## src/sv/direct_dft_accumulator_assert.svh

```systemverilog
// assertion macros for the direct dft accumulator
`ifndef DIRECT_DFT_ACCUMULATOR_ASSERT_SVH
`define DIRECT_DFT_ACCUMULATOR_ASSERT_SVH
`ifndef SYNTH
// same-cycle implication, checked at every rising clock edge out of reset
`define DFTACC_ASSERT_IMPLIES(label, clk, rst_n, cond, expr) \
    label: assert property (@(posedge clk) disable iff (!rst_n) (cond) |-> (expr)) \
        else $error("dftacc assertion failed");
// next-cycle implication
`define DFTACC_ASSERT_NEXT(label, clk, rst_n, cond, expr) \
    label: assert property (@(posedge clk) disable iff (!rst_n) (cond) |=> (expr)) \
        else $error("dftacc assertion failed");
`else
`define DFTACC_ASSERT_IMPLIES(label, clk, rst_n, cond, expr)
`define DFTACC_ASSERT_NEXT(label, clk, rst_n, cond, expr)
`endif
`endif

```

## src/sv/dftacc_pkg.sv

```systemverilog
// shared types and constants of the direct dft accumulator
package dftacc_pkg;

    localparam int SAMPLE_W = 16;
    localparam int BIN_W    = 8;
    localparam int ACC_W    = 40;
    localparam int TWID_W   = 16;
    localparam int PROD_W   = 32;

    typedef enum logic [1:0]
    {
        ST_IDLE,
        ST_RUN,
        ST_DRAIN,
        ST_RESP
    } state_t;

    typedef struct packed
    {
        logic rd_en;
        logic wr_en;
    } ram_ctl_t;

endpackage

```

## src/sv/dftacc_mac.sv

```systemverilog
// complex multiply-accumulate of one sample against one twiddle pair
module dftacc_mac
(
    input  logic signed [dftacc_pkg::SAMPLE_W-1:0] sample,
    input  logic signed [dftacc_pkg::TWID_W-1:0]   cos_val,
    input  logic signed [dftacc_pkg::TWID_W-1:0]   sin_val,
    input  logic signed [dftacc_pkg::ACC_W-1:0]    acc_real,
    input  logic signed [dftacc_pkg::ACC_W-1:0]    acc_imag,
    input  logic                                   first,
    output logic signed [dftacc_pkg::ACC_W-1:0]    sum_real,
    output logic signed [dftacc_pkg::ACC_W-1:0]    sum_imag
);

    logic signed [dftacc_pkg::PROD_W-1:0] prod_real;
    logic signed [dftacc_pkg::PROD_W-1:0] prod_imag;
    logic signed [dftacc_pkg::ACC_W-1:0]  ext_real;
    logic signed [dftacc_pkg::ACC_W-1:0]  ext_imag;

    assign prod_real = dftacc_pkg::PROD_W'(sample) * dftacc_pkg::PROD_W'(cos_val);
    // negated sine term, magnitude stays below 2^30
    assign prod_imag = 32'sd0 - (dftacc_pkg::PROD_W'(sample) * dftacc_pkg::PROD_W'(sin_val));
    assign ext_real  = dftacc_pkg::ACC_W'(prod_real);
    assign ext_imag  = dftacc_pkg::ACC_W'(prod_imag);

    // first sample of a frame overwrites the bin
    assign sum_real = first ? ext_real : acc_real + ext_real;
    assign sum_imag = first ? ext_imag : acc_imag + ext_imag;

endmodule

```

## config.mk

```make
export PLATFORM = sky130hd
export DESIGN_NAME = dftacc_mac
export DESIGN_NICKNAME = d
export VERILOG_FILES = /design/src/sv/direct_dft_accumulator_assert.svh /design/src/sv/dftacc_pkg.sv /design/src/sv/dftacc_mac.sv
export SDC_FILE = /design/constraint.sdc
export NUM_CORES = 2
export LEC_CHECK = 0
export BUFFER_PORTS_ARGS = -buffer_cell sky130_fd_sc_hd__buf_4
export CORE_ASPECT_RATIO = 1.4
export CORE_MARGIN = 10
export CORE_UTILIZATION = 40
export DETAILED_ROUTE_END_ITERATION = 7
export PLACE_DENSITY = 0.63
export SYNTH_ARGS = -nofsm -noshare
export SYNTH_HDL_FRONTEND = slang
export SYNTH_SLANG_ARGS = --single-unit
```

## constraint.sdc

```tcl
create_clock -name vclk -period 10.63
set_clock_uncertainty 0.2 [all_clocks]
set_input_delay 0.5315 -clock vclk [all_inputs]
set_output_delay 0.5315 -clock vclk [all_outputs]
set_load 0.05 [all_outputs]
```

==> results.md <==
- The flow ran to the end, and the final reports show no timing, DRC or antenna violations.
- Sorting the synthesized cells by how often they occur yields sky130_fd_sc_hd__inv_1 (603), sky130_fd_sc_hd__fa_1 (522), sky130_fd_sc_hd__nand2_1 (341), sky130_fd_sc_hd__ha_1 (265), sky130_fd_sc_hd__and2_1 (243).
- The share of final-layout standard cells stronger than drive strength 1 is under 10%.
- In this run the worst path has a maximum fanout of 32.
- Dividing the detail-routed via count by the number of cells gives 5.12.
- The final sequential cell count is 0.
- The top cell type by total area after synthesis is sky130_fd_sc_hd__fa_1.
- The final number of hold-violating endpoints is 0.
- The number of nets in the synthesized netlist is approximately 3.8k.
- The area growth from synthesis to layout is 9.19%.
- Yosys attributes the largest share of cell area to sky130_fd_sc_hd__fa_1 (42%), sky130_fd_sc_hd__ha_1 (13%), sky130_fd_sc_hd__inv_1 (9.1%).
- The net count reported at finish is just under 4k.
- The sequential-to-total area share from yosys stat is 0%.
- The required time at the worst-slack endpoint is slightly below 10 ns.
- In this run the tightest slew margin relative to its limit is 57.4%.
- The total setup buffers inserted after CTS is 0.
- The netlist area before placement is roughly 25000 µm².
- The launch point of the critical path is sample[10].
- The iteration count of the initial detailed-routing pass is 5.
- The number of primary I/O pins is 209.
- The quantity of I/O buffers inserted on ports is roughly 210.
- The smallest clock period supported by the final layout is computed as a little under 10 ns.
- For the pin with the worst max-slew slack, the measured transition is between 0.6 and 0.7 ns.
- The total routed wirelength is 67500 µm.
- The number of gates resized after CTS was 0.
- The final global-route overflow total is 0.
- The post-route antenna net violation count is 0.
- After legalization and detailed placement, the total HPWL measured 57900 µm.
- The detailed router finished its first iteration with 737 violations.
- The cell seen most often among critical-path stages is sky130_fd_sc_hd__fa_1.
- The fraction of synthesized cell area taken by the top area cell type is 42.2%.
- After floorplanning, the core was divided into 107 placement rows.
- The layout has 0 clock buffers.
- The Yosys step of the flow raised 0 warnings.
- The nature of the critical path startpoint is a primary input.
- Detailed routing inserted a total of 19.6k vias.
- The final RePlAce weighted congestion is 0.916.
- Counting distinct cell types in the post-synthesis netlist gives 78.
- The startpoint identified for the worst hold timing path is acc_real[0].
- The overall die height is 314 µm.
- The pin count of the biggest net entering global routing is 68.
- The first global-routing pass estimated 112000 µm of wire.
- The largest single stage delay on the critical path is about 0.58 ns.
- Setup repair after global routing left no endpoint under its margin.
- The sequential cells in the finished layout cover a total of 0 µm².
- For this design, the slowest cell found on the critical path is sky130_fd_sc_hd__or4b_4.
- The multi-input combinational cells in the finished layout cover a total of roughly 22000 µm².
- The worst setup path is of the primary input to output pin kind.
- The region available for standard cell placement spans between 60000 and 70000 µm².
- In the final timing run, aggregate negative setup slack is 0 ns.
- The arrival time at the worst endpoint is roughly 9.2 ns.
- The number of slew-limit violations in the final report came to 0.
- Setup violations remaining at the end of the flow were counted as 0.
- The initial antenna violation count is 1.
- Static timing analysis puts the maximum clock frequency at 101 MHz.
- The die is ~230 µm wide.
- Counting every instance in the synthesized netlist gives between 2k and 3k.
- The die outline area is ~72000 µm².
- The residual DRC count is 0.
- The effective utilization at floorplan is approximately two fifths.
- Among all cell types in the netlist, the one instantiated most often is sky130_fd_sc_hd__inv_1.
- Across the run, the number of max-cap violations was 0.
- Of the available clock period, the critical path in the final layout requires 93.2%.
- The global-route usage over all layers is 18.9%.
- The category of the worst setup path capture point is an output pin.
- The per-instance average area after synthesis is 8.54 µm².
- The via count of the first global-routing pass is about 22k.
- Fill cells in the final layout number 6203.
- Dividing the detail-routed wire length by the instance count gives 17.6 µm.
- Hold repair after CTS inserted 0 buffers.
- The path class of the tightest hold or removal check is primary input to output pin.
-- cells in the final DEF, fill, tap and decap left out, types with 3 or more instances in the layout --
cell	instances
sky130_fd_sc_hd__a211oi_2	4
sky130_fd_sc_hd__a221o_1	4
sky130_fd_sc_hd__a31oi_1	14
sky130_fd_sc_hd__and2_1	243
sky130_fd_sc_hd__o31ai_1	15
sky130_fd_sc_hd__a211oi_1	10
sky130_fd_sc_hd__o21ba_2	3
sky130_fd_sc_hd__nor3b_1	6
sky130_fd_sc_hd__fa_1	522
sky130_fd_sc_hd__o211ai_1	9
sky130_fd_sc_hd__o21a_1	22
sky130_fd_sc_hd__nor3_1	17
sky130_fd_sc_hd__nand2_1	341
sky130_fd_sc_hd__nor2b_1	26
sky130_fd_sc_hd__nor4b_1	3
sky130_fd_sc_hd__ha_1	265
sky130_fd_sc_hd__o21bai_1	18
sky130_fd_sc_hd__buf_4	220
sky130_fd_sc_hd__or2_2	6
sky130_fd_sc_hd__and3_1	13
sky130_fd_sc_hd__or3_1	10
sky130_fd_sc_hd__nand4_1	14
sky130_fd_sc_hd__nand3_1	25
sky130_fd_sc_hd__a311oi_1	3
sky130_fd_sc_hd__xor2_1	47
sky130_fd_sc_hd__xnor2_1	86
sky130_fd_sc_hd__nand2b_1	19
sky130_fd_sc_hd__and4_1	4
sky130_fd_sc_hd__o21ai_0	94
sky130_fd_sc_hd__a21oi_1	110
sky130_fd_sc_hd__a2111o_1	3
sky130_fd_sc_hd__a21boi_0	7
sky130_fd_sc_hd__o21ai_1	9
sky130_fd_sc_hd__a21o_1	65
sky130_fd_sc_hd__inv_1	603
sky130_fd_sc_hd__nor2_1	81
sky130_fd_sc_hd__mux2_2	15
sky130_fd_sc_hd__a2111oi_0	3
-- path summary, 6_finish.rpt --
check / endpoint / depth (start not counted)
worst max-delay path: sum_real[36] / 31
worst min-delay path: sum_real[0] / 4
-- metrics by stage --
stage	instance area [µm²]	hold slack, ns	std cells	setup WS (ns)	util [%]
2_1_floorplan	24800	1.27	2898	0.873	-
3_3_place_gp	27000	1.37	3829	0.798	44.3
3_5_place_dp	27000	1.38	3829	0.777	44.3
4_1_cts	27000	1.38	3829	0.728	44.3
5_1_grt	27000	1.39	3829	0.221	44.3
6_report	27000	1.37	3830	0.726	44.3
-- worst max-delay path, delay by kind of cell --
family / cells / cell delay [ns]
xor+xnor: 2 / 0.33
fa+ha+maj: 8 / 3.76
buf+inv: 5 / 0.74
compound gates: 12 / 2.63
simple gates: 4 / 1.14
-- area by class of cell --
type / instances / share of cell area, %
Tap cell: 817 / 3.78
Multi-Input combinational cell: 2189 / 81.7
Inverter: 603 / 8.37
Timing Repair Buffer: 220 / 6.11
Antenna cell: 1 / 0.00926
-- cell families after synthesis --
kind of cell,Yosys count,synth area share (%)
buffers and inverters,709,10.8
AOI/OAI and AO/OA,433,11.7
xor gates and xnor gates,133,4.71
adders and majority gates,787,55.6
muxes,18,0.824
and+or+nand+nor,818,16.4
-- metal layers --
metal  global-route usage [%]  vias up  routed length (µm)
met5                        0        -                  13
met4                     6.20        2                2430
met3                     1.36      136                1820
met2                     37.7      367               38500
met1                     20.5     9860               24800
li1                         -     9244                   -
